File: src/hw/rtl/rfb_pkg.sv
// Shared constants and types for the RRIP frequency/bypass replacement block.
package rfb_pkg;

  localparam int NUM_SETS    = 2048;
  localparam int NUM_WAYS    = 16;

  localparam int SET_IDX_W   = 11;
  localparam int WAY_IDX_W   = 4;
  localparam int TAG_W       = 58;
  localparam int MASK_W      = 16;
  localparam int WIN_W       = 8;
  localparam int OUT_WAY_W   = 4;

  localparam int SET_W       = $clog2(NUM_SETS);
  localparam int WAY_W       = $clog2(NUM_WAYS);
  localparam int ADDR_W      = SET_W + WAY_W;

  localparam int RRPV_W      = 2;
  localparam int FREQ_W      = 3;

  localparam logic [RRPV_W-1:0] RRPV_TOP    = 2'd3;
  localparam logic [RRPV_W-1:0] RRPV_INS    = 2'd2;
  localparam logic [FREQ_W-1:0] FREQ_SAT    = 3'd7;
  localparam logic [FREQ_W-1:0] FILL_FREQ   = 3'd1;
  localparam logic [FREQ_W-1:0] THR_RESET   = 3'd1;
  localparam logic [WIN_W-1:0]  WIN_RESET   = 8'd4;

  localparam logic [WAY_W-1:0]  WAY_LAST    = WAY_W'(NUM_WAYS - 1);

  typedef struct packed {
    logic                 valid;
    logic [TAG_W-1:0]     tag;
    logic [RRPV_W-1:0]    rrpv;
    logic [FREQ_W-1:0]    freq;
    logic                 spatial;
  } entry_t;

  localparam int ENTRY_W = $bits(entry_t);

  localparam entry_t RESET_ENTRY = '{
    valid:   1'b0,
    tag:     '0,
    rrpv:    RRPV_TOP,
    freq:    '0,
    spatial: 1'b0
  };

  // One way read issued to the scan unit
  typedef struct packed {
    logic             vld;
    logic [WAY_W-1:0] way;
    logic             last;
  } scan_issue_t;

  // Outcome of a full pass over the ways of one set
  typedef struct packed {
    logic              done;
    logic              spatial;
    logic [RRPV_W-1:0] top_rrpv;
    logic [WAY_W-1:0]  best_way;
    entry_t            old;
  } scan_res_t;

endpackage

File: src/hw/rtl/rfb_way_scan.sv
// Shared per-way unit: tag distance check, victim tracking, target capture.
module rfb_way_scan (
  input  logic                         clk,
  input  logic                         rst_n,
  input  logic                         start,
  input  logic [rfb_pkg::WIN_W-1:0]    window,
  input  logic [rfb_pkg::TAG_W-1:0]    line_addr,
  input  logic [rfb_pkg::WAY_W-1:0]    tgt_way,
  input  rfb_pkg::scan_issue_t         issue,
  input  logic [rfb_pkg::ENTRY_W-1:0]  rd_data,
  output rfb_pkg::scan_res_t           res
);
  import rfb_pkg::*;

  scan_issue_t        s0_r;
  scan_issue_t        s1_r;
  logic [TAG_W:0]     diff_r;
  logic               tval_r;
  logic               acc_r;
  logic               found_r;
  logic [RRPV_W-1:0]  max_r;
  logic [FREQ_W-1:0]  bestf_r;
  logic [WAY_W-1:0]   best_r;
  entry_t             old_r;
  entry_t             ent;
  logic               near_now;

  // Absolute distance of a signed difference against the window
  function automatic logic near_fn(input logic [TAG_W:0] d, input logic [WIN_W-1:0] w);
    logic [WIN_W:0] sum;
    logic           pos_ok;
    logic           neg_ok;
    sum    = {1'b0, d[WIN_W-1:0]} + {1'b0, w};
    pos_ok = !d[TAG_W] && (d[TAG_W-1:WIN_W] == '0) && (d[WIN_W-1:0] <= w);
    neg_ok = d[TAG_W] && (&d[TAG_W-1:WIN_W]) && (d[WIN_W-1:0] != '0) && sum[WIN_W];
    return pos_ok || neg_ok;
  endfunction

  assign ent      = entry_t'(rd_data);
  assign near_now = s1_r.vld && tval_r && near_fn(diff_r, window);

  always_ff @(posedge clk) begin
    if (!rst_n) begin
      s0_r    <= '0;
      s1_r    <= '0;
      acc_r   <= 1'b0;
      found_r <= 1'b0;
    end else begin
      s0_r <= issue;
      s1_r <= s0_r;
      if (start) begin
        acc_r   <= 1'b0;
        found_r <= 1'b0;
      end else begin
        if (near_now) begin
          acc_r <= 1'b1;
        end
        if (s0_r.vld) begin
          found_r <= 1'b1;
        end
      end
    end
  end

  // Payload side: difference stage, victim tracking and target capture
  always_ff @(posedge clk) begin
    diff_r <= {1'b0, line_addr} - {1'b0, ent.tag};
    tval_r <= ent.valid;
    if (s0_r.vld) begin
      if (!found_r || (ent.rrpv > max_r)) begin
        max_r   <= ent.rrpv;
        bestf_r <= ent.freq;
        best_r  <= s0_r.way;
      end else if ((ent.rrpv == max_r) && (ent.freq < bestf_r)) begin
        bestf_r <= ent.freq;
        best_r  <= s0_r.way;
      end
      if (s0_r.way == tgt_way) begin
        old_r <= ent;
      end
    end
  end

  always_comb begin
    res.done     = s1_r.vld && s1_r.last;
    res.spatial  = acc_r || near_now;
    res.top_rrpv = max_r;
    res.best_way = best_r;
    res.old      = old_r;
  end

endmodule

File: config.mk
export PLATFORM = sky130hd
export DESIGN_NAME = rfb_way_scan
export DESIGN_NICKNAME = d
export VERILOG_FILES = /design/src/hw/rtl/rfb_pkg.sv /design/src/hw/rtl/rfb_way_scan.sv
export SDC_FILE = /design/constraint.sdc
export NUM_CORES = 1
export LEC_CHECK = 0
export ABC_AREA = 1
export BUFFER_PORTS_ARGS = -buffer_cell sky130_fd_sc_hd__buf_4
export CAP_MARGIN = 5
export CORE_MARGIN = 5
export CORE_UTILIZATION = 56
export CTS_CLUSTER_DIAMETER = 50
export DETAILED_ROUTE_END_ITERATION = 10
export HOLD_SLACK_MARGIN = 0.1
export PLACE_DENSITY = 0.94
export SLEW_MARGIN = 25
export SYNTH_ARGS = -nofsm -noshare
export SYNTH_HDL_FRONTEND = slang
export SYNTH_SLANG_ARGS = --single-unit
File: constraint.sdc
create_clock -name clk -period 9.5 [get_ports clk]
set_clock_uncertainty 0.15 [all_clocks]
set_input_delay 0.95 -clock clk [delete_from_list [all_inputs] [get_ports clk]]
set_output_delay 0.95 -clock clk [all_outputs]
set_load 0.005 [all_outputs]
======== After elaboration in Yosys (flattened, before gate mapping) ========
Cells that the tools add are included.
cells by class
  add/sub/neg operators ................... 2
  bitwise operators ....................... 1
  multiplexer cells ....................... 4
  $lt $le $gt $ge ......................... 3
  reduce and logical (&&, ||, !) cells .... 22
  equality and inequality tests ........... 2
operators by type and width
  kind                            number
  subtractor 58 x 58 -> 59 bit    1
  zero test 50 bit                1
  AND reduction 50 bit            1
  adder 8 x 8 -> 9 bit            1
  logical AND 1 bit               9
  less-or-equal comparator 8 bit  1
  2-to-1 mux 4 bit                2
  nonzero test 8 bit              1
  2-to-1 mux 3 bit                2
  AND reduction 2 bit             3
  == test 4 bit                   1
  logical OR 1 bit                3
  < comparator 3 bit              1
  == test 2 bit                   1
  greater-than comparator 2 bit   1
  zero test 1 bit                 2
  nonzero test 2 bit              1
  OR reduction 2 bit              1
  inverter 1 bit                  1
word-level totals
  input port bits ......................... 144
  register bits after elaboration ......... 144
  logic and storage cells ................. 51
  output and inout port bits .............. 73

======== Longest topological paths before layout ========
  depth in word-level cells ............... 7
  gate-level depth with buffers ........... 14
  depth with buffers taken out ............ 14

======== Least setup slack after synthesis ========
No wires, ideal clock.
  kind .................................... input port to flip-flop
  start point ............................. input tgt_way[1] (netlist bit)
  end point ............................... register old_r, in the netlist res[0] (enable)
  buffers on the path ..................... 0
  library setup time ...................... 0.649 ns
  setup slack ............................. 1.377 ns
  arrival ................................. 7.324 ns
  required time ........................... 8.701 ns
  stages .................................. 2
  cells stage by stage .................... xor2_1 -> nor4_1
between the ends
  word-level cells in the longest chain between the ends .. 2
ends and longest elaborated chain
  element                        RTL line            source
  from (decl)                    rfb_way_scan.sv:8   input logic [rfb_pkg::WAY_W-1:0] tgt_way,
  == test 4 bit                  rfb_way_scan.sv:78  if (s0_r.way == tgt_way) begin
  AND reduction 2 bit (no line)  n/a
  to (signal assigned)           rfb_way_scan.sv:79  old_r <= ent;
  to (decl)                      rfb_way_scan.sv:24  entry_t old_r;
Every way passes these cells.
A chain may end at the register's enable or synchronous reset.

==> results.rst <==
.. list-table::
   :header-rows: 1

   * - Metric
     - Value
   * - Cell-by-cell listing of the critical path
     - buf_4 -> inv_1 -> ha_1 -> nor2_1 -> nor3b_1 -> nand2_1 -> nand2_1 -> nand3_1 -> nand2_1 -> nand2_1 -> nand2_1 -> buf_4
   * - Area share of the largest cell type after synthesis
     - between 20 and 25%
   * - Worst r2r dst
     - best_r[2]
   * - P_int
     - ~1.4 mW
   * - R2r startpoint
     - max_r[1]
   * - Total half-perimeter wirelength after legalization and detailed placement
     - about 26000 um
   * - Maximum clock rate
     - around 290 MHz
   * - Worst-case reg-to-reg path depth
     - 6
   * - Die Outline Area
     - around 0.021 mm^2
   * - Global-route wire length before repair
     - 47500 um
   * - Nets@finish
     - slightly below 2k
   * - Number of buffers inserted for hold repair after clock tree synthesis
     - 0
   * - Most numerous cell in the Yosys netlist
     - sky130_fd_sc_hd__nand2_1
   * - Clock power share
     - 38.4%
   * - Hold Startpoint
     - s0_r[0]
   * - Final weighted congestion of routability-driven global placement
     - between 1 and 1.5
   * - Post-layout min period
     - 3.43 ns
   * - Most used flip-flop cell after synthesis
     - sky130_fd_sc_hd__edfxtp_1
   * - Number of DRC violations after detailed routing
     - 0
   * - Arrival time of data at the critical path endpoint
     - ~2.3 ns
   * - Peak per-stage delay on the critical path
     - roughly 0.34 ns
   * - Number of global-route vias before repair
     - about 9.6k
   * - Starting utilization of the core area
     - between 50% and 60%
   * - Site Rows
     - between 40 and 50
   * - Vias
     - about 10k
   * - Share of cells above drive strength 1
     - around 18%
   * - Final worst slack
     - roughly 6.1 ns
   * - Max-capacitance violation count
     - 0
   * - Die height
     - approximately 140 um
   * - GRT Resource Usage Total
     - around 30%
   * - First-pass DRT Iterations
     - 5
   * - Buffer levels on the longest clock path
     - 2
   * - Combinational group share of total power
     - between 20% and 30%
   * - Area growth from synthesis to final layout
     - 25.3%
   * - Ys async rst share
     - 0%
   * - Skew-Pair Late Insertion Delay
     - 0.43 ns
   * - Post-detailed-route count of antenna-violating nets
     - 0
   * - Share of total power in sequential cells
     - about 38%
   * - Number of instances in the synthesized netlist
     - between 1.5k and 2k
   * - Number of pins exceeding their max-slew limit in the final report
     - 0
   * - Drt initial violations
     - between 800 and 900
   * - Flip-flop and latch count after synthesis
     - about 140
   * - Kind of end point of the critical path
     - output pin
   * - Avg Vias per Cell
     - approximately 5.1
   * - Post-Syn Area
     - around 0.010 mm^2
   * - CTS clk-pin slew, worst paths
     - 0.06 ns
   * - Actual slew at the worst max-slew pin
     - between 0.9 and 1 ns
   * - Outcome
     - finished, final reports clean
   * - Worst slew slack as a fraction of its limit
     - between 30 and 40%
   * - CTS buffer count
     - 17
   * - Worst Setup Start Kind
     - input pin
   * - Yosys warns
     - 0
   * - Critical path origin
     - window[7]
   * - Reg2reg setup slack
     - about 7.4 ns
   * - Accumulated negative setup slack
     - 0 ns
   * - Area leader, netlist
     - sky130_fd_sc_hd__edfxtp_1
   * - Worst IR Drop VDD
     - 0.000117 V
   * - Placeable core region
     - ~0.018 mm^2
   * - Critical path start-end classification
     - input pin to output pin
   * - P per Cell Area
     - roughly 160 mW/mm^2
   * - Number of flops mapped to enable cells by yosys
     - between 70 and 80
   * - Critical Path RT
     - approximately 8.4 ns
   * - Total routed wirelength
     - 31100 um
   * - TritonCTS clock tree
     - done
   * - Average detailed-routed wire length per instance
     - between 15 and 20 um
   * - Quantity of I/O buffers inserted on ports
     - roughly 220
   * - Switching pwr
     - ~0.61 mW
   * - Switching power share of the total
     - between 30% and 40%
   * - Syn Area/Cell
     - between 6 and 7 um^2
   * - Leak
     - about 7.3 nW
   * - Total setup buffers inserted after CTS
     - 0
   * - Worst slack after detailed placement
     - between 6 and 7 ns
   * - Hold Vio Cnt, Final
     - 0
   * - Post-layout utilization of the core
     - 71.1%
   * - Total power consumption of the routed design
     - between 1.5 and 2 mW
   * - FILL cells
     - approximately 1.5k
   * - Top cell by count, worst path
     - sky130_fd_sc_hd__nand2_1
   * - Total overflow reported by the global router
     - 0
   * - Root cell of the clock tree
     - sky130_fd_sc_hd__clkbuf_16
   * - Crit path max fanout
     - 4
   * - Net count of the mapped netlist
     - approximately 1.7k
   * - Die extent in x
     - 145 um
   * - Post-CTS sizing
     - 0
   * - Tightest Hold Check Type
     - flop to flop
   * - Largest net degree at the start of global routing
     - between 60 and 70
   * - Count of clock tree sinks
     - ~140
   * - Final-report setup violation count
     - 0
   * - Period utilization
     - 36.1%
   * - Antenna violations before repair
     - 0
   * - Portion of the post-synthesis area used by sequential elements
     - between 30% and 40%
   * - Number of antenna repair diodes
     - 0
   * - Critical-path top delay cell
     - sky130_fd_sc_hd__ha_1
   * - Count of distinct cell types in the synthesized netlist
     - 35
   * - Top post-synthesis cells by area
     - sky130_fd_sc_hd__edfxtp_1 22%, sky130_fd_sc_hd__nand2_1 20%, sky130_fd_sc_hd__dfxtp_1 14%
   * - I/O pin count
     - ~220
   * - RSZ-0062 raised after global routing
     - no
   * - Level count of the clock H-tree
     - 4
   * - Capture point of the worst path
     - res[71]
   * - Most instantiated cells after synthesis
     - 551 x sky130_fd_sc_hd__nand2_1, 361 x sky130_fd_sc_hd__inv_1, 122 x sky130_fd_sc_hd__nor2_1, 78 x sky130_fd_sc_hd__ha_1, 74 x sky130_fd_sc_hd__edfxtp_1
## worst min path at each step
stage,to,slack [ns],cells after the start
floorplan,s1_r[0],0.24,2
global placement,s1_r[0],0.25,2
detailed placement,s1_r[0],0.28,2
CTS,s1_r[5],0.29,2
global route,s1_r[0],0.31,2
finish,s1_r[0],0.29,2
## state kept, by name, summed over array words and instances, names as in the netlist
name     cells
res         65
bestf_r      3
s0_r         6
diff_r      59
tval_r       1
max_r        2
found_r      1
s1_r         2
best_r       4
acc_r        1
## layout make-up
cell class,count,area (um^2),share of cell area [%]
flip-flops and latches,144,3620,28.5
repair buffers,217,1630,12.8
well taps,229,287,2.25
clock inverters,14,228,1.79
inverters,366,1370,10.8
clock buffers,18,429,3.37
multi-input cells,1010,5170,40.6
## worst max-delay path, delay by kind of cell
family,cells,cell delay [ns]
adders and majority gates,1,0.34
buffers and inverters,3,0.23
and+or+nand+nor,8,0.81
## layout by cell type (no fill, tap or decap), types with 3 or more instances in the layout
| cell type | instances |
|---|---|
| sky130_fd_sc_hd__nand2_1 | 551 |
| sky130_fd_sc_hd__inv_1 | 361 |
| sky130_fd_sc_hd__buf_4 | 217 |
| sky130_fd_sc_hd__nor2_1 | 122 |
| sky130_fd_sc_hd__ha_1 | 78 |
| sky130_fd_sc_hd__edfxtp_1 | 74 |
| sky130_fd_sc_hd__dfxtp_1 | 70 |
| sky130_fd_sc_hd__nand3_1 | 51 |
| sky130_fd_sc_hd__a21oi_1 | 49 |
| sky130_fd_sc_hd__nand4_1 | 33 |
| sky130_fd_sc_hd__nor2_2 | 26 |
| sky130_fd_sc_hd__xor2_1 | 26 |
| sky130_fd_sc_hd__nand2_2 | 19 |
| sky130_fd_sc_hd__clkbuf_16 | 17 |
| sky130_fd_sc_hd__nand3_2 | 8 |
| sky130_fd_sc_hd__nor3_1 | 8 |
| sky130_fd_sc_hd__o21bai_1 | 8 |
| sky130_fd_sc_hd__xnor2_1 | 8 |
| sky130_fd_sc_hd__bufinv_16 | 5 |
| sky130_fd_sc_hd__inv_2 | 4 |
| sky130_fd_sc_hd__clkinv_4 | 4 |
| sky130_fd_sc_hd__o21ai_0 | 3 |
| sky130_fd_sc_hd__and3_1 | 3 |
| sky130_fd_sc_hd__inv_6 | 3 |
## through the flow
step | hold WS [ns] | instance area (um^2) | cells
floorplan | 0.240 | 10200 | 1521
global placement | 0.251 | 12100 | 1966
detailed placement | 0.278 | 12100 | 1966
CTS | 0.294 | 12700 | 1998
global route | 0.313 | 12700 | 1998
finish | 0.292 | 12700 | 1998
## per-layer routing
layer	vias to the layer above	part of all wire, %	track usage, %
met5	-	0	0
li1	5081	-	-
met1	4594	43	40.0
met3	57	8.9	5.13
met4	0	2.4	10.4
met2	427	46	48.2
## logic make-up (layout without fill, tap and decap cells)
family	Yosys count	in the layout	synth area share (%)
compound gates	63	63	3.37
xor+xnor	34	34	2.93
fa+ha+maj	79	79	9.80
buf+inv	367	615	13.6
flops	144	144	35.7
simple gates	834	834	34.7
## power by group through the flow
stage          Sequential [mW]  Combinational [mW]  Clock (mW)
6_report                 0.748               0.468       0.759
2_1_floorplan            0.751               0.301           0
3_3_place_gp             0.758               0.444           0
5_1_grt                  0.754               0.523       0.798
4_1_cts                  0.747               0.462       0.767
3_5_place_dp             0.760               0.458           0
Power figures use the tool's default switching activity.
